[src/hdl/descriptor_checksum_bip380_defines.svh]
// Assertion macros for the descriptor checksum RTL.
// No dependencies; included by modules that carry assertions.
`ifndef DESCRIPTOR_CHECKSUM_BIP380_DEFINES_SVH
`define DESCRIPTOR_CHECKSUM_BIP380_DEFINES_SVH

// Same-cycle implication, sampled on clk, off during reset.
`define DCB_ASSERT_NOW(label, ante, cons, msg) \
  label: assert property (@(posedge clk) disable iff (rst) (ante) |-> (cons)) \
    else $error(msg);

// Next-cycle implication, sampled on clk, off during reset.
`define DCB_ASSERT_NEXT(label, ante, cons, msg) \
  label: assert property (@(posedge clk) disable iff (rst) (ante) |=> (cons)) \
    else $error(msg);

`endif

[src/hdl/dcb_pkg.sv]
// Shared constants, tables and the GF(32) polymod step for the descriptor checksum.
// No dependencies.
package dcb_pkg;

  localparam int unsigned POLY_W = 40;
  localparam int unsigned SYM_W  = 5;
  localparam int unsigned NUM_CHARS = 8;
  localparam int unsigned ZERO_STEPS = 8;

  localparam logic [7:0] PRINT_LO = 8'h20;
  localparam logic [7:0] PRINT_HI = 8'h7e;

  localparam logic [POLY_W-1:0] GEN [5] = '{
    40'hf5dee51989, 40'ha9fdca3312, 40'h1bab10e32d,
    40'h3706b1677a, 40'h644d626ffd
  };

  // Position plus one for every printable byte, zero marks unmapped.
  localparam logic [6:0] POS_PLUS_ONE [95] = '{
    7'h5f,7'h3c,7'h5d,7'h5c,7'h1d,7'h1e,7'h33,7'h10,7'h0b,7'h0c,7'h12,7'h34,7'h0f,7'h35,
    7'h36,7'h11,7'h01,7'h02,7'h03,7'h04,7'h05,7'h06,7'h07,7'h08,7'h09,7'h0a,7'h1c,7'h37,
    7'h38,7'h39,7'h3a,7'h3b,7'h1b,7'h53,7'h54,7'h55,7'h56,7'h57,7'h58,7'h59,7'h5a,7'h21,
    7'h22,7'h23,7'h24,7'h25,7'h26,7'h27,7'h28,7'h29,7'h2a,7'h2b,7'h2c,7'h2d,7'h2e,7'h2f,
    7'h30,7'h31,7'h32,7'h0d,7'h5e,7'h0e,7'h3d,7'h3e,7'h5b,7'h13,7'h14,7'h15,7'h16,7'h17,
    7'h18,7'h19,7'h1a,7'h41,7'h42,7'h43,7'h44,7'h45,7'h46,7'h47,7'h48,7'h49,7'h4a,7'h4b,
    7'h4c,7'h4d,7'h4e,7'h4f,7'h50,7'h51,7'h52,7'h1f,7'h3f,7'h20,7'h40
  };

  localparam logic [7:0] CHARSET [32] = '{
    "q","p","z","r","y","9","x","8","g","f","2","t","v","d","w","0",
    "s","3","j","n","5","4","k","h","c","e","6","m","u","a","7","l"
  };

  // Snapshot handed from the absorb stage to the finisher on the last byte.
  typedef struct packed {
    logic              valid;
    logic [POLY_W-1:0] poly;
    logic [SYM_W-1:0]  accum;
    logic              flush;
    logic              err;
  } hand_t;

  function automatic logic [POLY_W-1:0] poly_step(input logic [POLY_W-1:0] r,
                                                  input logic [SYM_W-1:0] s);
    logic [4:0]        top;
    logic [POLY_W-1:0] n;
    top = r[39:35];
    n = {r[34:0], s};
    for (int k = 0; k < 5; k++) begin
      if (top[k]) begin
        n = n ^ GEN[k];
      end
    end
    return n;
  endfunction

endpackage

[src/hdl/dcb_if.sv]
// Valid/ready channel interfaces for descriptor text in and checksum characters out.
// No dependencies.
interface dcb_text_if;
  logic       valid;
  logic       ready;
  logic [7:0] char_code;
  logic       last_char;
  modport source (output valid, output char_code, output last_char, input ready);
  modport sink   (input valid, input char_code, input last_char, output ready);
endinterface

interface dcb_sum_if;
  logic       valid;
  logic       ready;
  logic [6:0] checksum_char;
  logic       last_of_checksum;
  logic       bad_input;
  modport source (output valid, output checksum_char, output last_of_checksum,
                  output bad_input, input ready);
  modport sink   (input valid, input checksum_char, input last_of_checksum,
                  input bad_input, output ready);
endinterface

[src/hdl/dcb_absorb.sv]
// Input register and per-byte polymod / class-group update.
// Depends on dcb_pkg and dcb_text_if.
module dcb_absorb (
  input  logic           clk,
  input  logic           rst,
  dcb_text_if.sink       text,
  input  logic           fin_ready,
  output dcb_pkg::hand_t hand
);

  logic                       in_vld;
  logic [7:0]                 in_char;
  logic                       in_last;
  logic [dcb_pkg::POLY_W-1:0] poly;
  logic [4:0]                 accum;
  logic [1:0]                 count;
  logic                       err;

  logic                       consume;
  logic [6:0]                 entry;
  logic [6:0]                 pos;
  logic [6:0]                 idx;
  logic [dcb_pkg::POLY_W-1:0] poly_next;
  logic [4:0]                 accum_next;
  logic [1:0]                 count_next;
  logic                       err_next;
  logic [dcb_pkg::POLY_W-1:0] r1;
  logic [4:0]                 acc_grown;

  // A last byte waits until the finisher is free.
  assign consume    = in_vld && (!in_last || fin_ready);
  assign text.ready = !in_vld || consume;

  always_comb begin
    idx = 7'(in_char - dcb_pkg::PRINT_LO);
    if (in_char >= dcb_pkg::PRINT_LO && in_char <= dcb_pkg::PRINT_HI) begin
      entry = dcb_pkg::POS_PLUS_ONE[idx];
    end else begin
      entry = 7'd0;
    end
    pos       = entry - 7'd1;
    r1        = dcb_pkg::poly_step(poly, pos[4:0]);
    acc_grown = 5'(({2'b00, accum} << 1) + {2'b00, accum} + {5'b00000, pos[6:5]});
    if (entry == 7'd0) begin
      poly_next  = poly;
      accum_next = accum;
      count_next = count;
      err_next   = 1'b1;
    end else if (count == 2'd2) begin
      poly_next  = dcb_pkg::poly_step(r1, acc_grown);
      accum_next = 5'd0;
      count_next = 2'd0;
      err_next   = err;
    end else begin
      poly_next  = r1;
      accum_next = acc_grown;
      count_next = count + 2'd1;
      err_next   = err;
    end
  end

  assign hand.valid = consume && in_last;
  assign hand.poly  = poly_next;
  assign hand.accum = accum_next;
  assign hand.flush = (count_next != 2'd0);
  assign hand.err   = err_next;

  always_ff @(posedge clk) begin
    if (rst) begin
      in_vld <= 1'b0;
    end else if (text.valid && text.ready) begin
      in_vld <= 1'b1;
    end else if (consume) begin
      in_vld <= 1'b0;
    end
    if (text.valid && text.ready) begin
      in_char <= text.char_code;
      in_last <= text.last_char;
    end
  end

  always_ff @(posedge clk) begin
    if (rst || (consume && in_last)) begin
      poly  <= 40'd1;
      accum <= 5'd0;
      count <= 2'd0;
      err   <= 1'b0;
    end else if (consume) begin
      poly  <= poly_next;
      accum <= accum_next;
      count <= count_next;
      err   <= err_next;
    end
  end

endmodule

[src/hdl/dcb_finish.sv]
// Finisher: flush step and eight zero steps, up to two per cycle, then send eight characters.
// Depends on dcb_pkg, dcb_sum_if and the assertion macro header.
`include "descriptor_checksum_bip380_defines.svh"

module dcb_finish (
  input  logic           clk,
  input  logic           rst,
  input  dcb_pkg::hand_t hand,
  output logic           fin_ready,
  dcb_sum_if.source      checksum
);

  typedef enum logic [1:0] {IDLE, SQUEEZE, EMIT} state_t;

  state_t                     state;
  logic [dcb_pkg::POLY_W-1:0] poly;
  logic [4:0]                 sym;
  logic [3:0]                 rem;
  logic                       err;
  logic [2:0]                 idx;

  logic [dcb_pkg::POLY_W-1:0] r1;
  logic [dcb_pkg::POLY_W-1:0] r2;
  logic [dcb_pkg::POLY_W-1:0] poly_next;
  logic [3:0]                 rem_next;
  logic                       last_beat;

  assign fin_ready = (state == IDLE);

  always_comb begin
    r1 = dcb_pkg::poly_step(poly, sym);
    r2 = dcb_pkg::poly_step(r1, 5'd0);
    if (rem >= 4'd2) begin
      poly_next = r2;
      rem_next  = rem - 4'd2;
    end else begin
      poly_next = r1;
      rem_next  = rem - 4'd1;
    end
  end

  assign checksum.valid            = (state == EMIT);
  assign checksum.checksum_char    = err ? 7'd0 : 7'(dcb_pkg::CHARSET[poly[39:35]]);
  assign checksum.last_of_checksum = (idx == 3'(dcb_pkg::NUM_CHARS - 1));
  assign checksum.bad_input        = err;

  assign last_beat = checksum.valid && checksum.ready && checksum.last_of_checksum;

  always_ff @(posedge clk) begin
    if (rst) begin
      state <= IDLE;
      idx   <= 3'd0;
      rem   <= 4'd0;
    end else begin
      case (state)
        IDLE: begin
          if (hand.valid) begin
            poly  <= hand.poly;
            sym   <= hand.flush ? hand.accum : 5'd0;
            rem   <= hand.flush ? 4'(dcb_pkg::ZERO_STEPS + 1) : 4'(dcb_pkg::ZERO_STEPS);
            err   <= hand.err;
            state <= SQUEEZE;
          end
        end
        SQUEEZE: begin
          sym <= 5'd0;
          rem <= rem_next;
          if (rem_next == 4'd0) begin
            poly  <= poly_next ^ 40'd1;
            idx   <= 3'd0;
            state <= EMIT;
          end else begin
            poly <= poly_next;
          end
        end
        EMIT: begin
          if (checksum.ready) begin
            poly <= poly << 5;
            idx  <= idx + 3'd1;
            if (idx == 3'(dcb_pkg::NUM_CHARS - 1)) begin
              state <= IDLE;
            end
          end
        end
        default: begin
          state <= IDLE;
        end
      endcase
    end
  end

  `DCB_ASSERT_NOW(a_hand_when_idle, hand.valid, state == IDLE, "handoff while finisher busy")
  `DCB_ASSERT_NOW(a_squeeze_rem, state == SQUEEZE, rem != 4'd0, "squeeze with no steps left")
  `DCB_ASSERT_NEXT(a_final_beat, last_beat, state == IDLE, "finisher did not return to idle")

endmodule

[src/hdl/descriptor_checksum_bip380.sv]
// Descriptor checksum: one body byte per cycle in, eight checksum characters out per body.
// Last byte: input register, snapshot to the finisher, squeeze steps (one more with a flush), EMIT.
// Throughput: one byte per cycle; a last byte waits while the previous checksum is in flight.
// Finisher runs up to two polymod steps per cycle, then sends one character per beat.
// Reset: synchronous rst clears handshakes, polymod to one, class group and error flag to zero.
module descriptor_checksum_bip380 (
  input  logic      clk,
  input  logic      rst,
  dcb_text_if.sink  text,
  dcb_sum_if.source checksum
);

  // Snapshot of the finished body state, moved in the cycle the last byte retires.
  dcb_pkg::hand_t hand;
  // Finisher free to take a new snapshot.
  logic           fin_ready;

  // Absorb: register each beat, map it, advance polymod and class group.
  dcb_absorb u_absorb (
    .clk       (clk),
    .rst       (rst),
    .text      (text),
    .fin_ready (fin_ready),
    .hand      (hand)
  );

  // Finish: flush, apply zero symbols, fold in the constant, send characters.
  dcb_finish u_finish (
    .clk       (clk),
    .rst       (rst),
    .hand      (hand),
    .fin_ready (fin_ready),
    .checksum  (checksum)
  );

endmodule

[src/flat_wrapper.sv]
// flat-port wrapper written by rule: the top's interface ports become plain ports
module descriptor_checksum_bip380_flat 
  (clk, rst, text_valid, text_char_code, text_last_char, text_ready, checksum_valid, checksum_checksum_char, checksum_last_of_checksum, checksum_bad_input, checksum_ready);
  dcb_text_if text_i ();
  dcb_sum_if checksum_i ();
  input  logic clk;
  input  logic rst;
  input wire logic [$bits(text_i.valid)-1:0] text_valid;
  input wire logic [$bits(text_i.char_code)-1:0] text_char_code;
  input wire logic [$bits(text_i.last_char)-1:0] text_last_char;
  output wire logic [$bits(text_i.ready)-1:0] text_ready;
  output wire logic [$bits(checksum_i.valid)-1:0] checksum_valid;
  output wire logic [$bits(checksum_i.checksum_char)-1:0] checksum_checksum_char;
  output wire logic [$bits(checksum_i.last_of_checksum)-1:0] checksum_last_of_checksum;
  output wire logic [$bits(checksum_i.bad_input)-1:0] checksum_bad_input;
  input wire logic [$bits(checksum_i.ready)-1:0] checksum_ready;
  assign text_i.valid = text_valid;
  assign text_i.char_code = text_char_code;
  assign text_i.last_char = text_last_char;
  assign text_ready = text_i.ready;
  assign checksum_valid = checksum_i.valid;
  assign checksum_checksum_char = checksum_i.checksum_char;
  assign checksum_last_of_checksum = checksum_i.last_of_checksum;
  assign checksum_bad_input = checksum_i.bad_input;
  assign checksum_i.ready = checksum_ready;
  descriptor_checksum_bip380 u_core (.clk(clk), .rst(rst), .text(text_i), .checksum(checksum_i));
endmodule
[config.mk]
export PLATFORM = sky130hd
export DESIGN_NAME = descriptor_checksum_bip380_flat
export DESIGN_NICKNAME = d
export VERILOG_FILES = /design/src/hdl/dcb_pkg.sv /design/src/hdl/dcb_if.sv /design/src/hdl/dcb_absorb.sv /design/src/hdl/dcb_finish.sv /design/src/hdl/descriptor_checksum_bip380.sv /design/src/flat_wrapper.sv
export VERILOG_INCLUDE_DIRS = /design/src /design/src/hdl
export SDC_FILE = /design/constraint.sdc
export NUM_CORES = 1
export LEC_CHECK = 0
export BUFFER_PORTS_ARGS = -buffer_cell sky130_fd_sc_hd__buf_2
export CAP_MARGIN = 40
export CORE_ASPECT_RATIO = 0.5
export CORE_MARGIN = 2
export CORE_UTILIZATION = 55
export DETAILED_ROUTE_END_ITERATION = 6
export GPL_TIMING_DRIVEN = 0
export PLACE_DENSITY = 0.82
export SLEW_MARGIN = 20
export SYNTH_ARGS = -nofsm -noshare
export SYNTH_HDL_FRONTEND = slang
export SYNTH_SLANG_ARGS = --single-unit
[constraint.sdc]
create_clock -name clk -period 5.8 [get_ports clk]
set_input_delay 0.58 -clock clk [delete_from_list [all_inputs] [get_ports clk]]
set_output_delay 0.58 -clock clk [all_outputs]
set_load 0.03 [all_outputs]
Yosys cells after proc, flatten, opt, wreduce, memory -nomap -nowiden
Memories as Yosys holds them, arrays and structs flattened.
Index checks and enable logic that the tools add are counted.
{ "word_totals": {"reg_bits": 113, "rom_bits": 1152, "in_bits": 13, "output_inout_bits": 11, "elab_cells": 146, "n_memories": 2} }
{ "mem_list": {"columns": ["name", "words", "width", "rd", "rd_ports_with_merged_regs", "write_ports", "line", "source"], "rows": [
  ["(name not given)", 128, 7, 1, 0, 0, "dcb_absorb.sv:37", "entry = dcb_pkg::POS_PLUS_ONE[idx];"],
  ["(name not given)", 32, 8, 1, 0, 0, "dcb_finish.sv:43", "assign checksum.checksum_char = err ? 7'd0 : 7'(dcb_pkg::CHARSET[poly[39:35]]);"]
]} }
{ "op_classes": {"addsub": 8, "magnitude_cmp": 5, "n_eq_ne": 8, "n_mux": 63, "n_bitwise": 24, "reduce_logical": 23} }
{ "op_table": {"columns": ["op", "n"], "rows": [
  ["two-way mux 40 bit", 21],
  ["NOT 23 bit", 8],
  ["NOT 21 bit", 8],
  ["two-way mux 39 bit", 4],
  ["two-way mux 38 bit", 4],
  ["two-way mux 37 bit", 4],
  ["case mux 40 bit (3 select lines)", 1],
  ["NOT 19 bit", 4],
  ["two-way mux 7 bit", 6],
  ["two-way mux 5 bit", 4],
  ["two-way mux 2 bit", 6],
  ["case mux 5 bit (2 select lines)", 1],
  ["AND reduction 3 bit", 3],
  [">= comparator 8 x 6 -> 1 bit, second input constant", 1],
  [">= comparator 8 bit, second input constant", 1],
  ["<= comparator 8 x 7 -> 1 bit, second input constant", 1],
  ["two-way mux 4 bit", 2],
  ["NOT 7 -> 8 bit", 1],
  ["case mux 4 bit (2 select lines)", 1],
  ["AND reduction 4 bit", 2],
  ["nonzero test 2 bit", 4],
  ["logical NOT 7 bit", 1],
  ["subtractor 7 x 1 -> 7 bit, second input constant", 1],
  ["subtractor 7 x 6 -> 7 bit, second input constant", 1],
  ["26 further kinds", 41]
]} }

Logic depth before layout (Yosys ltp)
{ "depth": {"depth_word": 39, "ltp_mapped": 24, "ltp_nobuf": 20} }

Cells and area by module
A second synthesis with hierarchy kept.
{ "unflattened": {"cells_unflattened": 1295, "area_unflattened_um2": 10954.3} }
{ "modules_own_cells": {"columns": ["mod", "n_inst", "cells_per_inst", "area_each_um2", "seq_area_each_um2"], "rows": [
  ["dcb_absorb", 1, 732, 5826.8, 1251.2],
  ["dcb_finish", 1, 563, 5127.4, 1561.5]
]} }

Worst setup path before layout
Ideal clock, no wire load.
{ "synth_path": {"path_type": "register to register", "startpoint": "reg u_core.u_finish.state[0]", "endpoint": "reg u_core.u_finish.poly[0] in the netlist's numbering, enable pin", "setup_time_ns": 0.537, "arrival_time_ns": 4.787, "t_required_ns": 5.263, "setup_slack_ns": 0.476, "path_stages_with_launch": 5, "path_buffers": 0, "period_less_slack_ns": 5.324, "path_cell_list": "dfxtp_1 inv_1 ha_1 nor2b_1 nor4_1"} }
{ "synth_via": {"word_cells_on_any_way": 10, "classes_between": "eq/ne: 4; reduce/logical: 6"} }
{ "synth_rtl": {"columns": ["item", "line", "source"], "rows": [
  ["start: declaration", "dcb_finish.sv:15", "state_t state;"],
  ["start signal: assignment", "dcb_finish.sv:51", "state <= IDLE;"],
  ["start signal: assignment", "dcb_finish.sv:62", "state <= SQUEEZE;"],
  ["start signal: assignment", "dcb_finish.sv:71", "state <= EMIT;"],
  ["equality test 2 bit *", null, null],
  ["net checksum_valid", "flat_wrapper.sv:12", "output wire logic [$bits(checksum_i.valid)-1:0] checksum_valid;"],
  ["inequality test 2 x 1 -> 1 bit (no source line) or nonzero test 3 bit (tied branches)", null, null],
  ["AND reduction 4 bit (no source line) *", null, null],
  ["end signal: assignment", "dcb_finish.sv:58", "poly <= hand.poly;"],
  ["end signal: assignment", "dcb_finish.sv:69", "poly <= poly_next ^ 40'd1;"],
  ["end signal: assignment", "dcb_finish.sv:73", "poly <= poly_next;"],
  ["end: declaration", "dcb_finish.sv:16", "logic [dcb_pkg::POLY_W-1:0] poly;"]
]} }
The timed path passes the listed nets; every way through them passes the cells marked *.
A chain may end at the register's enable or synchronous reset.

Worst setup path in the final report
{ "layout_path": {"startpoint": "reg u_core.u_absorb.in_char[1]", "endpoint": "reg u_core.u_finish.poly[4] in the netlist's numbering (data pin)"} }
{ "layout_via": {"elab_chain_cells": 28, "word_cells_on_any_way": 40, "classes_between": "add/sub: 3; order compare: 2; mux: 25; bitwise: 7; reduce/logical: 2; memory: 1"} }
{ "layout_lines": {"columns": ["item", "line", "source"], "rows": [
  ["start: declaration", "dcb_absorb.sv:12", "logic [7:0] in_char;"],
  ["start signal: assignment", "dcb_absorb.sv:77", "in_char <= text.char_code;"],
  ["subtractor 7 x 6 -> 7 bit", "dcb_absorb.sv:35", "idx = 7'(in_char - dcb_pkg::PRINT_LO);"],
  ["NOT 7 -> 8 bit (not written as such)", "dcb_absorb.sv:37", null],
  ["memory (128 x 7 bit)", null, null],
  ["two-way mux 7 bit (not written as such) (2 in a row)", "dcb_absorb.sv:37", null],
  ["two-way mux 7 bit *", "dcb_absorb.sv:36", "if (in_char >= dcb_pkg::PRINT_LO && in_char <= dcb_pkg::PRINT_HI) begin"],
  ["subtractor 7 x 1 -> 7 bit", "dcb_absorb.sv:41", "pos = entry - 7'd1;"],
  ["adder 5 x 2 -> 5 bit", "dcb_absorb.sv:43", "acc_grown = 5'(({2'b00, accum} << 1) + {2'b00, accum} + {5'b00000, pos[6:5]});"],
  ["two-way mux 40 bit", "dcb_pkg.sv:50", "if (top[k]) begin"],
  ["[11 not listed]", null, null],
  ["two-way mux 40 bit", "dcb_absorb.sv:49", "end else if (count == 2'd2) begin"],
  ["two-way mux 40 bit", "dcb_absorb.sv:44", "if (entry == 7'd0) begin"],
  ["NOT 23 bit (no source line)", null, null],
  ["two-way mux 39 bit", "dcb_pkg.sv:50", null],
  ["two-way mux 40 bit", "dcb_absorb.sv:49", null],
  ["two-way mux 40 bit *", "dcb_absorb.sv:44", null],
  ["two-way mux 40 bit *", "dcb_finish.sv:57", "if (hand.valid) begin"],
  ["case mux 40 bit (3 select lines) *", "dcb_finish.sv:55", "case (state)"]
]} }
Every way passes the cells marked *; elsewhere a longest branch is shown, timed or not. The select of a mux whose other input is x is not followed.

==> metrics <==
run status finished, final reports clean; CORE AREA 19370 sq um; pwr dens 517.8 nW/um^2; Core Rows 36; CP arrival 5.75 ns; Post-DRT Antenna Nets 0; WL/cell 22.50 um; FF-to-FF path depth 23; reg2reg end u_core.u_finish.poly[4]; H-tree levels 4; Post-Route WL 35.35 mm; clock share of power 16.3%; r2r startpoint u_core.u_absorb.in_char[1]; Die Y 103.1 um; Slew HR 41.14%; Finish-stage setup viols 0; layout cells sized above 1 11.57%; critical path peak fanout 10; synth unique cells 82; 1st-iter DRT viols 1323; post-synthesis cell count 1235; Fmax 0.1789 GHz; Root Driver clkbuf_16; critical path buffer and inverter count 5; hold_buf cts 0; Setup CP Type reg -> reg; Power Internal 3.243 mW; number of I/O port buffers 23; switching part of the total 47.59%; DR vias/cell 6.225; Hold Path Depth 1; CP Cell Sequence buf_2 -> inv_2 -> ha_1 -> clkbuf_4 -> nor2_1 -> a2111oi_2 -> nor4_1 -> or4_4 -> ha_1 -> inv_1 -> a31oi_1 -> and4b_1 -> buf_6 -> xnor2_2 -> fa_1 -> ha_1 -> a21o_1 -> a21oi_1 -> xnor2_1 -> xnor2_1 -> nor2_1 -> a211oi_1 -> o32ai_1; CTS Buffer Depth 2; top_reg_cell synth dfxtp_1; Ant. Diodes 0; Flop pwr share 18.6%; Placed Instances 1534; gr usage total 34.60%; Synth Register Bits 113; Final Slew Violations 0; Detailed Routing Iterations Pass 1 6; I/O Pins 24; fin crit share 96.35%; Clock Sinks 113; DRC Markers 0; Largest stage delay, worst path 0.52 ns; Worst path slowest cell or4_4; Synth Cell Area 10810 sq um; Least-Margin Pin Slew 0.8799 ns; Avg Inst Size Synth 8.749 sq um; reg2reg setup slack 0.21 ns; Top delay family on crit path compound AO/OA/AOI/OAI gates; Max VDD drop 254.0 uV; Layout Nets 1337; gpl congestion 1.041; first-pass GRT wire length 53.83 mm; Non-Filler Instances 1571; clock-pin slew of the registers on the worst-case setup and hold paths 0.06 ns; most frequent cells in the layout xnor2_1, nor2_1, nand2_1, a21oi_1, xor2_1; EDFF count, synth 55; Lkg Pwr 4.640 nW; maxcap violations 0; Clock Latency Late Sink 0.44 ns; Worst setup SP type flip-flop; most common cell after layout, fill and taps aside xnor2_1; WP data required 5.96 ns; CTS tree yes; Congestion Overflow GR 0; Starting Density 55.79%; DP HPWL 26.17 mm; total power 6.188 mW; Final Hold Violating Endpoints 0; Worst Min Path Start text_char_code[4]; Hold EP u_core.u_absorb.in_char[4]; sequential element share of the synthesized area 26.03%; sw power 2.945 mW; Async S/R FF share, synth 0%; Vias 9779; Syn. warnings 0; combinational power share 65.1%; Syn Nets 1280; Die X 202.2 um; Fin Clk Skew 0.01405 ns; Inserted Clock Buffers 17; DIE AREA 20850 sq um; Worst Hold Class in -> reg; CP dominant cell by count ha_1; critical path endpoint category flip-flop; Layout area overhead 10.60%; initial antenna violation count 0; largest net degree at the start of global routing 17; fin crit period 5.588 ns; vias in the first global route 9189
-- registers in the layout, indices dropped and copies added, names as in the netlist, 2 cells and up --
| register | cells |
|---|---|
| u_core.u_absorb.count | 2 |
| u_core.u_finish.sym | 5 |
| u_core.u_absorb.poly | 40 |
| u_core.u_finish.idx | 3 |
| u_core.u_finish.rem | 4 |
| u_core.u_absorb.in_char | 8 |
| u_core.u_finish.poly | 40 |
| u_core.u_absorb.accum | 5 |
| u_core.u_finish.state | 2 |
-- layout make-up --
| class | instances | area, sq um |
|---|---|---|
| fillers | 1678 | 7418 |
| multi-input cells | 1003 | 7406 |
| flip-flops and latches | 113 | 2813 |
| plain buffers | 95 | 535.5 |
| clock buffers | 19 | 454.2 |
| well taps | 266 | 332.8 |
| repair buffers | 39 | 225.2 |
| clock inverters | 13 | 97.59 |
| inverters | 23 | 86.33 |
-- metal layers --
layer  wire length, um  up-vias  global-route usage [%]
met5                 0        -                       0
met4              1317        0                   15.05
met3              4373      106                   8.344
met2             14990      621                   54.32
met1             14670     4648                   46.06
li1                  -     4404                       -
-- cells in the mapped netlist (6+ instances only) --
| cell type | number | share of area (%) |
|---|---|---|
| o21ai_0 | 73 | 3.4 |
| o21bai_1 | 6 | 0.42 |
| nor3_1 | 7 | 0.32 |
| xnor2_1 | 194 | 16 |
| clkbuf_1 | 54 | 1.9 |
| a22o_1 | 6 | 0.49 |
| buf_6 | 9 | 0.94 |
| inv_1 | 22 | 0.76 |
| xnor2_2 | 8 | 1.2 |
| buf_4 | 11 | 0.76 |
| a211oi_1 | 11 | 0.76 |
| mux2i_1 | 69 | 6.4 |
| nand2b_1 | 20 | 1.2 |
| a221oi_1 | 19 | 1.5 |
| a21o_1 | 6 | 0.42 |
| o21ai_1 | 6 | 0.28 |
| ha_1 | 30 | 3.5 |
| nand2_1 | 95 | 3.3 |
| a31oi_1 | 18 | 1.0 |
| buf_2 | 17 | 0.79 |
| nor2b_1 | 19 | 1.1 |
| nor2_1 | 103 | 3.6 |
| nand3_1 | 14 | 0.65 |
| xor2_2 | 7 | 1.1 |
| edfxtp_1 | 55 | 15 |
| dfxtp_1 | 58 | 11 |
| a21oi_1 | 89 | 4.1 |
| xor2_1 | 85 | 6.9 |
| o22ai_1 | 18 | 1.0 |
| a22oi_1 | 8 | 0.56 |
-- logic make-up after synthesis --
group	synth area share (%)
compound gates	17.43
xor+xnor	27.92
fa+ha+maj	3.844
buf+inv	5.743
flops	26.03
mux	6.704
simple gates	12.33
-- metrics by stage --
stage | util [%] | hold slack (ns) | TNS [ns] | setup slack (ns) | area (sq um)
floorplan | - | 0.4280 | 0 | 0.4758 | 10810
global placement | 58.10 | 0.4446 | -62.54 | -1.542 | 11250
detailed placement | 58.44 | 0.4675 | -1.437 | -0.4355 | 11320
CTS | 61.38 | 0.3120 | 0 | 0.04802 | 11890
global route | 61.70 | 0.3154 | -0.03355 | -0.02882 | 11950
finish | 61.70 | 0.3224 | 0 | 0.2117 | 11950
-- power groups by stage --
stage / clock network [mW] / logic (mW) / registers [mW]
6_report: 1.01 / 4.03 / 1.15
5_1_grt: 1.04 / 4.29 / 1.16
4_1_cts: 1.01 / 3.90 / 1.15
3_5_place_dp: 0 / 3.85 / 1.16
3_3_place_gp: 0 / 3.79 / 1.17
2_1_floorplan: 0 / 2.99 / 1.13
-- what timing repair did --
action	CTS	global route
setup buffers	2	3
pin swaps	0	1
resized for setup	5	6
hold endpoints to repair	0	0
setup endpoints to repair	5	5
-- worst max path at each step --
stage / slack [ns] / startpoint / end / depth (start not counted)
floorplan: 0.48 / u_core.u_finish.state[0] / u_core.u_finish.poly[0] / 4
global placement: -1.54 / rst / u_core.u_finish.poly[21] / 2
detailed placement: -0.44 / u_core.u_absorb.in_char[1] / u_core.u_finish.poly[2] / 23
CTS: 0.05 / u_core.u_absorb.in_char[1] / u_core.u_finish.poly[2] / 23
global route: -0.03 / u_core.u_absorb.in_char[1] / u_core.u_finish.poly[2] / 23
finish: 0.21 / u_core.u_absorb.in_char[1] / u_core.u_finish.poly[4] / 23
(Power assumes the default switching activity.)
